==> src/rtl/sbga_pkg.sv <==
// ----------------------------------------------------------------------------
// sbga_pkg
// Shared constants and controller/datapath interface types for the sparse
// bitmap group array.
// ----------------------------------------------------------------------------
package sbga_pkg;

	// Geometry of the sparse array
	localparam int GROUP_SLOTS = 32;
	localparam int GROUP_TOTAL = 16;
	localparam int VALUE_BYTES = 8;

	localparam int SLOT_W      = $clog2(GROUP_SLOTS);
	localparam int GROUP_W     = $clog2(GROUP_TOTAL);
	localparam int FILL_W      = SLOT_W + 1;
	localparam int STORE_DEPTH = GROUP_SLOTS * GROUP_TOTAL;
	localparam int ADDR_W      = $clog2(STORE_DEPTH);

	// Field widths
	localparam int INDEX_W  = 9;
	localparam int VALUE_W  = 64;
	localparam int LEN_W    = 4;
	localparam int LIMIT_W  = 10;
	localparam int STATUS_W = 2;
	localparam int ENTRY_W  = LEN_W + VALUE_W;

	// Stream payload widths, padded to whole bytes
	localparam int IN_W  = 80;
	localparam int OUT_W = 72;

	localparam logic [LIMIT_W-1:0] LIMIT_RESET = 10'd512;

	// Action codes
	localparam logic ACT_GET = 1'b0;
	localparam logic ACT_SET = 1'b1;

	// Status codes
	localparam logic [STATUS_W-1:0] STAT_OK        = 2'd0;
	localparam logic [STATUS_W-1:0] STAT_RANGE     = 2'd1;
	localparam logic [STATUS_W-1:0] STAT_TOO_LONG  = 2'd2;
	localparam logic [STATUS_W-1:0] STAT_UNUSED    = 2'd3;

	// Controller to datapath commands
	typedef struct packed {
		logic capture;      // latch the accepted item
		logic rank;         // register packed offset of the position
		logic load_k;       // load shift counter from the group fill
		logic shift_rd;     // read entry k-1, queue its write to k
		logic get_rd;       // read the entry at the packed offset
		logic write_entry;  // write new entry, update bitmap and fill
		logic res_load;     // build the result word
		logic load_out;     // move result into the output register
	} dp_cmd_t;

	// Datapath to controller status
	typedef struct packed {
		logic err_range;
		logic err_long;
		logic is_set;
		logic occupied;
		logic shift_more;
		logic pend_wr;
	} dp_sts_t;

endpackage

==> src/rtl/sbga_ctrl.sv <==
// ----------------------------------------------------------------------------
// sbga_ctrl
// Sequencer for the sparse bitmap group array: accepts an item, steps the
// datapath through rank and then a store read or shift and write, and hands
// the result to the output register.
// ----------------------------------------------------------------------------
module sbga_ctrl
	import sbga_pkg::*;
(
	input  logic    clk,
	input  logic    arst_n,
	input  logic    s_tvalid,
	output logic    s_tready,
	output logic    m_tvalid,
	input  logic    m_tready,
	output dp_cmd_t cmd,
	input  dp_sts_t sts
);

	typedef enum logic [2:0] {
		ST_IDLE,
		ST_RANK,
		ST_DECIDE,
		ST_GET_WAIT,
		ST_SHIFT,
		ST_FINAL,
		ST_DONE
	} state_t;

	state_t state_q;
	logic   m_tvalid_q;
	logic   out_free;

	assign s_tready = (state_q == ST_IDLE);
	assign m_tvalid = m_tvalid_q;
	assign out_free = !m_tvalid_q || m_tready;

	// Command decode per state
	always_comb begin
		cmd = '0;
		unique case (state_q)
			ST_IDLE: begin
				cmd.capture = s_tvalid;
			end
			ST_RANK: begin
				cmd.rank = 1'b1;
			end
			ST_DECIDE: begin
				if (sts.err_range || !sts.is_set) begin
					// range errors finish here; a get issues its read
					cmd.get_rd   = !sts.err_range;
					cmd.res_load = sts.err_range;
				end else if (sts.err_long) begin
					cmd.res_load = 1'b1;
				end else if (sts.occupied) begin
					cmd.write_entry = 1'b1;
					cmd.res_load    = 1'b1;
				end else begin
					cmd.load_k = 1'b1;
				end
			end
			ST_GET_WAIT: begin
				cmd.res_load = 1'b1;
			end
			ST_SHIFT: begin
				cmd.shift_rd = sts.shift_more;
			end
			ST_FINAL: begin
				cmd.write_entry = 1'b1;
				cmd.res_load    = 1'b1;
			end
			ST_DONE: begin
				cmd.load_out = out_free;
			end
			default: begin
				cmd = '0;
			end
		endcase
	end

	// State and output valid
	always_ff @(posedge clk or negedge arst_n) begin
		if (!arst_n) begin
			state_q    <= ST_IDLE;
			m_tvalid_q <= 1'b0;
		end else begin
			if (m_tvalid_q && m_tready)
				m_tvalid_q <= 1'b0;
			unique case (state_q)
				ST_IDLE: begin
					if (s_tvalid)
						state_q <= ST_RANK;
				end
				ST_RANK: begin
					state_q <= ST_DECIDE;
				end
				ST_DECIDE: begin
					if (sts.err_range)
						state_q <= ST_DONE;
					else if (!sts.is_set)
						state_q <= ST_GET_WAIT;
					else if (sts.err_long || sts.occupied)
						state_q <= ST_DONE;
					else
						state_q <= ST_SHIFT;
				end
				ST_GET_WAIT: begin
					state_q <= ST_DONE;
				end
				ST_SHIFT: begin
					// last queued write retires in the cycle that exits
					if (!sts.shift_more)
						state_q <= ST_FINAL;
				end
				ST_FINAL: begin
					state_q <= ST_DONE;
				end
				ST_DONE: begin
					if (out_free) begin
						m_tvalid_q <= 1'b1;
						state_q    <= ST_IDLE;
					end
				end
				default: begin
					state_q <= ST_IDLE;
				end
			endcase
		end
	end

endmodule

==> config.mk <==
export PLATFORM = sky130hd
export DESIGN_NAME = sbga_ctrl
export DESIGN_NICKNAME = d
export VERILOG_FILES = /design/src/rtl/sbga_pkg.sv /design/src/rtl/sbga_ctrl.sv
export SDC_FILE = /design/constraint.sdc
export NUM_CORES = 1
export LEC_CHECK = 0
export ABC_AREA = 1
export BUFFER_PORTS_ARGS = -buffer_cell sky130_fd_sc_hd__buf_2
export CORE_AREA = 2 2 39 41
export CTS_CLUSTER_DIAMETER = 200
export CTS_CLUSTER_SIZE = 30
export DETAILED_ROUTE_END_ITERATION = 10
export DIE_AREA = 0 0 41 43
export MAX_ROUTING_LAYER = met4
export SETUP_SLACK_MARGIN = 0.02
export SLEW_MARGIN = 20
export SYNTH_ARGS = -nofsm -noshare
export SYNTH_HDL_FRONTEND = slang
export SYNTH_SLANG_ARGS = --single-unit
==> constraint.sdc <==
create_clock -name clk -period 3 [get_ports clk]
set_input_delay 0.6 -clock clk [delete_from_list [all_inputs] [get_ports clk]]
set_output_delay 0.6 -clock clk [all_outputs]
set_load 0.1 [all_outputs]
### Word-level counts from Yosys, hierarchy flattened

Cells that the tools add are included.

| storage, ports and cells | value |
|---|---|
| register bits | 4 |
| bits of input ports | 10 |
| output and inout port bits | 10 |
| logic and storage cells | 48 |

| operators by class | value |
|---|---|
| eq/ne operators | 9 |
| multiplexer cells | 27 |
| reduce and logical (&&, ||, !) cells | 10 |

Operators with widths:

| cell | number |
|---|---|
| $pmux W3 S6 | 1 |
| $mux W1 | 17 |
| $mux W3 | 5 |
| $eq A3 B3 Y1 const B | 3 |
| $eq A3 B2 Y1 const B | 2 |
| $ne A2 B2 Y1 const B | 3 |
| $mux W2 | 2 |
| $pmux W1 S2 | 2 |
| $eq A3 B1 Y1 const B | 1 |
| $logic_not A1 Y1 | 3 |
| $logic_not A3 Y1 | 1 |
| $logic_or A1 B1 Y1 | 3 |
| $reduce_and A3 Y1 | 1 |
| $reduce_or A2 Y1 | 1 |
| $logic_and A1 B1 Y1 | 1 |

### Logic depth before layout (Yosys ltp)

Gate-level depths: netlist (run 1).

| depth | value |
|---|---|
| depth after elaboration | 5 |
| depth in mapped cells | 7 |
| depth with buffers taken out | 6 |

### Worst setup path before layout (run 1)

No wires, ideal clock.

| timing path | value |
|---|---|
| kind | input to output |
| from | input s_tvalid |
| to | output cmd[7] (netlist bit) |
| data arrival time | 2684 ps |
| data required time | 2400 ps |
| path slack | -284 ps |
| stages on the path | 2 |
| path buffers | 0 |
| path through | inv_1 nor3_1 |

RTL lines:

| item | RTL line | source |
|---|---|---|
| from (decl) | sbga_ctrl.sv:12 | `input logic s_tvalid,` |
| to (decl) | sbga_ctrl.sv:16 | `output dp_cmd_t cmd,` |

==> impl_metrics.tcl, run 1 <==
set metrics [dict create \
    synth_most_common_cell "nand2_1" \
    fin_hold_ws_ns 0.165 \
    dp_hpwl_um 646 \
    vias 391 \
    drt_wl_total_um 778 \
    synth-main-ff-cell "dfrtp_1" \
    worst_slew_pin_slew_ns 0.491 \
    clockBufferDepth 2 \
    synth_warnings 0 \
    fin_skew_ns 0.0000943 \
    htreeDepth 1 \
    crit_type "reg2out" \
    yosys.area.top_type "dfrtp_1" \
    num_antenna_cells 0 \
    status "complete, no violations" \
    coreArea_um2 1380 \
    hold_buffers 0 \
    cts_resized 0 \
    first_pass_iters 4 \
    cap_viol_max_count 0 \
    wl_per_cell_um 8.64 \
    drive_above_1_share 0.459 \
    die_width_um 41 \
    r2r_cells 6 \
    cp-start-kind "flip-flop" \
    post-route-period-util 0.726 \
    cp-startpoint "state_q[0]" \
    synthArstFlopShare 1.00 \
    syn-num-nets 64 \
    rows 14 \
    dieArea_um2 1760 \
    insertion_delay_ns 0.23 \
    hold_class "in2async" \
    initial_core_util 0.255 \
    cts_tree "done" \
    cp_max_fo 8 \
    route.antenna.remaining_nets 0 \
    netlist_area_um2 353 \
    clkTransAtPathRegs_ns 0.04 \
    drt-vias-per-instance 4.34 \
    die_y_um 43 \
    setup_viol 0 \
    hold_violations 0 \
    place_congestion 0.720 \
    avgSynthCellArea_um2 6.53 \
    synth_top_cells_by_count "nand2_1, nand3_1, nor2_1" \
    port_buffers 18 \
    timing.fmax_mhz 459 \
    timing.rr.start "state_q[0]" \
    synth-seq-area-share 0.284 \
    antenna_found_initial 0 \
    grt_pass1_wl_mm 1.24 \
    clock-sinks 4 \
    synth_cell_types 16 \
    drtIter0Drc 7 \
    end_kind "primary output" \
    grt_pass1_vias 318 \
    grt_setup_unrepaired "false" \
    final_nets 86 \
    ys_ff_latch 4 \
    cts_root_buf "clkbuf_4" \
    drt_drc_violations_left 0 \
    synth_cells 54 \
    post-synth-top-area-fraction 0.284 \
    required_ns 2.40 \
    grt_overflow_total 0 \
    grt_util_all_layers 0.113 \
    ios 20 \
    synth_edf_count 0 \
    fin_crit_ns 2.18 \
    grt_max_degree 9 \
    max_slew_margin 0.675 \
    cp_data_arrival_time_ns 1.58 \
    cts_buffers 3 \
    final-max-slew-violation-count 0 \
    synthTopCellsByArea "dfrtp_1, nand3_1, nand2_1, nor2_1, nor2_2" \
    fin_tns_setup_ns 0 \
    postCtsSetupRepairBufs 0 \
    syn2layout_area_growth_pct 35.8 \
]
## kinds of logic (layout without fill, tap and decap cells)
logic type / Yosys count / after routing / share of synthesized area
AND/OR/NAND/NOR: 34 / 34 / 0.504
buffers and inverters: 10 / 30 / 0.128
AO/OA/AOI/OAI: 6 / 6 / 0.0851
flip-flops: 4 / 4 / 0.284
## cell usage in the layout, fill, tap and decap left out, drive strengths merged
cell type  count
nor3           2
clkbuf         3
nand3b         1
nand3          7
buf           18
dfrtp          4
nand2         11
nor2          13
a21oi          2
o21ai          4
inv            9
## layer usage
metal	share of wire	global-route usage	up-vias
met3	0.027	0.0471	0
met1	0.45	0.121	173
met4	0	0.0800	0
met5	0	-	-
li1	-	-	213
met2	0.52	0.159	5
## path summary, 6_finish.rpt
| path | end | slack [ns] |
|---|---|---|
| worst min register to register | m_tvalid | 0.56 |
| worst max register to register | state_q[2] | 1.84 |
| worst min-delay path | state_q[1] | 0.17 |
| max in group asynchronous | m_tvalid | 2.71 |
| worst max-delay path | cmd[0] | 0.82 |
| min in group clk | m_tvalid | 0.56 |
## worst max-delay path, stage by stage (launching register included)
cell and delay [ns]:
dfrtp_1 0.48, inv_2 0.09, nand3_1 0.15, a21oi_1 0.16, buf_2 0.45
## final cells by class
type / instances / area (um2)
repair buffers: 18 / 90.1
well taps: 16 / 20.0
multi-input cells: 40 / 213
fillers: 156 / 905
clock buffers: 3 / 22.5
flip-flops and latches: 4 / 100
inverters: 9 / 33.8
## metrics by stage
step | area (um2) | setup slack [ns] | std cells | utilization
detailed placement | 457 | 0.860 | 87 | 0.330
global placement | 457 | 0.869 | 87 | 0.330
CTS | 479 | 0.810 | 90 | 0.346
global route | 479 | 0.729 | 90 | 0.346
floorplan | 358 | 0.0212 | 54 | -
finish | 479 | 0.821 | 90 | 0.346
## registers in the layout (all words and copies together) (netlist names)
name      flops
state_q       3
m_tvalid      1
Power of run 1 is not shown: default switching activity piles up to over one toggle a cycle in this logic, so the estimate is an artifact.
==> inputs of run 2 (changes only) <==
Settings changed: ABC_AREA 1 to 0.
Clock period 3 ns to 2 ns, I/O delays scaled along.
==> run 2 against run 1 <==
  * Global-route usage is 2.1 points higher
  * Synthesized cell count is 26% lower
  * Worst hold slack better by 0.32 ns
  * Clock skew is 0.0043 ns higher
  * Register-to-register slack worse by 1.1 ns
  * Utilization is 13 points higher
  * Sequential share of layout area is 5.1 points lower
  * Critical path type unchanged
==> impl_metrics.tcl, run 2 <==
set metrics [dict create \
    post-synth-top-area-fraction 0.297 \
    synth_most_common_cell "nor3_1" \
    drt_wl_total_um 757 \
    postCtsSetupRepairBufs 0 \
    drt-vias-per-instance 4.59 \
    cap_viol_max_count 0 \
    synth.area.mux_share 0 \
    cp-start-kind "flip-flop" \
    drtIter0Drc 3 \
    synthArstFlopShare 1.00 \
    clock-sinks 4 \
    status "complete, no violations" \
    antenna_found_initial 0 \
    yosys.area.top_type "dfrtp_1" \
    wl_per_cell_um 9.58 \
    hold_violations 0 \
    final-max-slew-violation-count 0 \
    grt_pass1_wl_mm 1.48 \
    die_y_um 43 \
    drt_drc_violations_left 0 \
    synth_cells 40 \
    max_slew_margin 0.680 \
    drive_above_1_share 0.571 \
    crit_path_end "cmd[2]" \
    mostFrequentLayoutCell "buf_2" \
    r2r-end "state_q[2]" \
    place_congestion 0.832 \
    synth_warnings 0 \
    grt_setup_unrepaired "true" \
    grt_pass1_vias 382 \
    synth-seq-area-share 0.297 \
    first_pass_iters 3 \
    r2r_cells 4 \
    cts_buffers 3 \
    hold_class "in2async" \
    cts_resized 0 \
    synth_top_family_by_area "simple AND/OR/NAND/NOR gates" \
    crit_type "reg2out" \
    cp-startpoint "state_q[2]" \
    initial_core_util 0.243 \
    grt_max_degree 11 \
    synth-main-ff-cell "dfrtp_1" \
    most-common-layout-cells "buf_2, buf_12" \
    vias 363 \
    dp_hpwl_um 626 \
    synthTopCellsByArea "dfrtp_1, nor3_1, buf_6, a21oi_1, nor2_1" \
    fin_crit_ns 1.96 \
    post-route-period-util 0.981 \
    worst_slew_pin_slew_ns 0.484 \
    cts_root_buf "clkbuf_4" \
    synth_compound_area_frac 0.164 \
    layout_setup_ws_ns 0.0388 \
    avgSynthCellArea_um2 8.41 \
    fin_tns_setup_ns 0 \
    setup_viol 0 \
    ios 20 \
    htreeDepth 1 \
    grt_overflow_total 0 \
    dp_slack_ns 0.218 \
    timing.fmax_mhz 510 \
    end_kind "primary output" \
    synth_xor_area_frac 0 \
    synth_top_cells_by_count "nor3_1, dfrtp_1, nor2_1" \
    netlist_area_um2 337 \
    fin_skew_ns 0.00444 \
    synthAdderAreaFrac 0 \
    final_nets 74 \
    rows 14 \
    num_antenna_cells 0 \
    synth-simple-area-share 0.420 \
    ys_ff_latch 4 \
    clkTransAtPathRegs_ns 0.04 \
    grt_util_all_layers 0.133 \
    insertion_delay_ns 0.24 \
    syn2layout_area_growth_pct 95.5 \
    largest_register_ffs 3 \
    regMostFlops "state_q" \
    syn-num-nets 50 \
    r2r_slack_ns 0.76 \
    port_buffers 18 \
    fillers 135 \
    route.antenna.remaining_nets 0 \
    synth_cell_types 23 \
    cts_tree "done" \
    coreArea_um2 1380 \
    clockBufferDepth 2 \
    die_width_um 41 \
    dieArea_um2 1760 \
    synth_edf_count 0 \
    cp_max_fo 3 \
    timing.rr.start "state_q[0]" \
    cp_data_arrival_time_ns 1.56 \
    required_ns 1.60 \
]
run 2: changes by cell type after synthesis, moves of 3 or more:
cell     previous run  this run
nand3_1             7         0
nand2_1             9         3
inv_1               5         1
inv_2               4         0
nor2_2              4         0
nor3_1              2         6
nor2_1              7         4
run 2: critical path, cell delays in order, from the launching register on:
cell	delay (ns)
dfrtp_1	0.37
nand2b_4	0.14
or3_4	0.38
o31ai_4	0.22
buf_12	0.21
run 2: how the worst min path moves through the flow:
stage	from	slack, ns	to	cells past startpoint
floorplan	arst_n	0.10	state_q[0]	0
global placement	arst_n	0.20	m_tvalid	1
detailed placement	arst_n	0.21	m_tvalid	1
CTS	arst_n	0.48	m_tvalid	2
global route	arst_n	0.51	m_tvalid	2
finish	arst_n	0.49	m_tvalid	2
run 2: metrics by stage:
step	cell area, um2	utilization	cells	hold WS (ns)
finish	658	0.476	79	0.488
global route	658	0.476	79	0.512
CTS	658	0.476	79	0.483
detailed placement	622	0.449	74	0.206
global placement	622	0.449	74	0.204
floorplan	405	-	40	0.104
run 2: cell families (layout without fill, tap and decap cells):
family	count (synthesis)	in the layout
AOI/OAI and AO/OA	8	8
buffers and inverters	4	27
DFF	4	4
and+or+nand+nor	24	24
run 2: what timing repair did:
item	in CTS	in global routing
hold buffers	1	0
setup endpoints to repair	1	1
gates cloned	0	0
hold endpoints to repair	4	0
run 2: final cells by class:
type	instances	area, um2	share of cell area
inverters	1	3.75	0.00570
multi-input cells	32	262	0.397
clock buffers	4	26.3	0.0399
repair buffers	22	243	0.369
well taps	16	20.0	0.0304
flip-flops and latches	4	104	0.158
run 2: layer usage:
metal	up-vias	track usage	part of all wire
li1	185	-	-
met1	161	0.144	0.41
met2	13	0.181	0.50
met3	4	0.0471	0.055
met4	0	0.120	0.033
met5	-	-	0
Power of run 2 is left out for the same reason.
==> inputs of run 3 (changes only) <==
Settings changed: CORE_AREA 2 2 39 41 to 3 3 40 42, DIE_AREA 0 0 41 43 to 0 0 43 45.
==> run 3 against run 2 <==
  * Cell area down 0.57%
  * Worst hold slack better by 0.0059 ns
  * Via count down 2.2%
  * Sequential share of layout area up 0.47 points
  * Worst setup slack better by 0.0059 ns
  * Utilization up 3.4 points
==> impl_metrics.tcl, run 3 (synthesis gave the netlist of run 2 again) <==
set metrics [dict create \
    status "complete, no violations" \
    fin_tns_setup_ns 0 \
    cts_root_buf "clkbuf_4" \
    syn2layout_area_growth_pct 94.4 \
    cp_max_fo 3 \
    fillers 126 \
    worstHoldStart "sts[5]" \
    drt_wl_total_um 764 \
    crit_type "reg2out" \
    coreArea_um2 1280 \
    cts_buffers 3 \
    ios 20 \
    cp-startpoint "state_q[2]" \
    vias 355 \
    largest_register_ffs 3 \
    post-route-period-util 0.978 \
    antenna_found_initial 0 \
    setup_viol 0 \
    required_ns 1.60 \
    critPathMaxStageDelay_ns 0.38 \
    grt_pass1_wl_mm 1.36 \
    mostFrequentLayoutCell "buf_2" \
    grt_overflow_total 0 \
    path_cells "nand2b_4 -> or3_4 -> o31ai_4 -> buf_12" \
    critical-path-slowest-cell "or3_4" \
    max_slew_margin 0.679 \
    regMostFlops "state_q" \
    cp-start-kind "flip-flop" \
    grt_util_all_layers 0.0992 \
    fin_skew_ns 0.00385 \
    grt_pass1_vias 339 \
    num_antenna_cells 0 \
    hold_class "in2reg" \
    insertion_delay_ns 0.23 \
    drtIter0Drc 3 \
    drive_above_1_share 0.609 \
    route.antenna.remaining_nets 0 \
    cap_viol_max_count 0 \
    clock-sinks 4 \
    drt-vias-per-instance 4.49 \
    timing.rr.start "state_q[0]" \
    first_pass_iters 4 \
    seqCellArea_um2 106 \
    place_congestion 0.779 \
    hold_violations 0 \
    die_width_um 43 \
    clockBufferDepth 2 \
    dieArea_um2 1940 \
    cp_data_arrival_time_ns 1.56 \
    grt_max_degree 11 \
    most-common-layout-cells "buf_2, buf_12, buf_4" \
    wl_per_cell_um 9.67 \
    fin_crit_ns 1.96 \
    grt_setup_unrepaired "true" \
    timing.fmax_mhz 511 \
    multi_input_area_um2 262 \
    port_buffers 18 \
    final-max-slew-violation-count 0 \
    initial_core_util 0.262 \
    htreeDepth 1 \
    die_y_um 45 \
    drt_drc_violations_left 0 \
    end_kind "primary output" \
    final_nets 75 \
    cts_tree "done" \
    worst_slew_pin_slew_ns 0.484 \
    postCtsSetupRepairBufs 0 \
    clkTransAtPathRegs_ns 0.04 \
    rows 13 \
    dp_hpwl_um 654 \
]
-- run 3: metal layers --
layer / vias up / track usage / routed length, um
li1: 188 / - / -
met1: 159 / 0.115 / 289
met2: 6 / 0.150 / 440
met3: 2 / 0.0239 / 15
met4: 0 / 0.0723 / 18
met5: - / - / 0
-- run 3: stage by stage --
step                utilization  instances  setup WS, ns  cell area [um2]  hold slack, ns
floorplan                     -         40        -0.200              405           0.104
global placement          0.477         74         0.227              613           0.204
detailed placement        0.477         74         0.219              613           0.206
CTS                       0.508         79        0.0220              653           0.487
global route              0.509         79       -0.0292              654           0.492
finish                    0.509         79        0.0447              654           0.493
-- run 3: what timing repair did --
action / in CTS / in global routing
endpoints found under the hold margin: 4 / 0
gates cloned: 0 / 0
setup endpoints to repair: 2 / 1
hold buffers: 1 / 0
resized for setup: 2 / 1
-- run 3: worst paths after layout --
| kind | end | slack, ns | cells past startpoint |
|---|---|---|---|
| max in group asynchronous | state_q[1] | 1.37 | 2 |
| max reg2reg | state_q[2] | 0.86 | 3 |
| min | state_q[0] | 0.49 | 4 |
| min reg2reg | state_q[0] | 0.64 | 2 |
| max | cmd[2] | 0.04 | 4 |
| min in group asynchronous | m_tvalid | 0.50 | 2 |
-- run 3: cell type report --
| type | count | share of cell area |
|---|---|---|
| multi-input combinational | 32 | 0.400 |
| inverter | 1 | 0.00574 |
| clock buffer | 4 | 0.0402 |
| tap | 15 | 0.0287 |
| timing repair buffer | 23 | 0.363 |
| sequential | 4 | 0.163 |
-- run 3: worst max-delay path: cells and delay by family, from the launching register on --
family | cells | cell delay [ns]
simple gates | 2 | 0.53
flops | 1 | 0.37
compound gates | 1 | 0.22
buf+inv | 1 | 0.21
Power of run 3 is left out for the same reason.
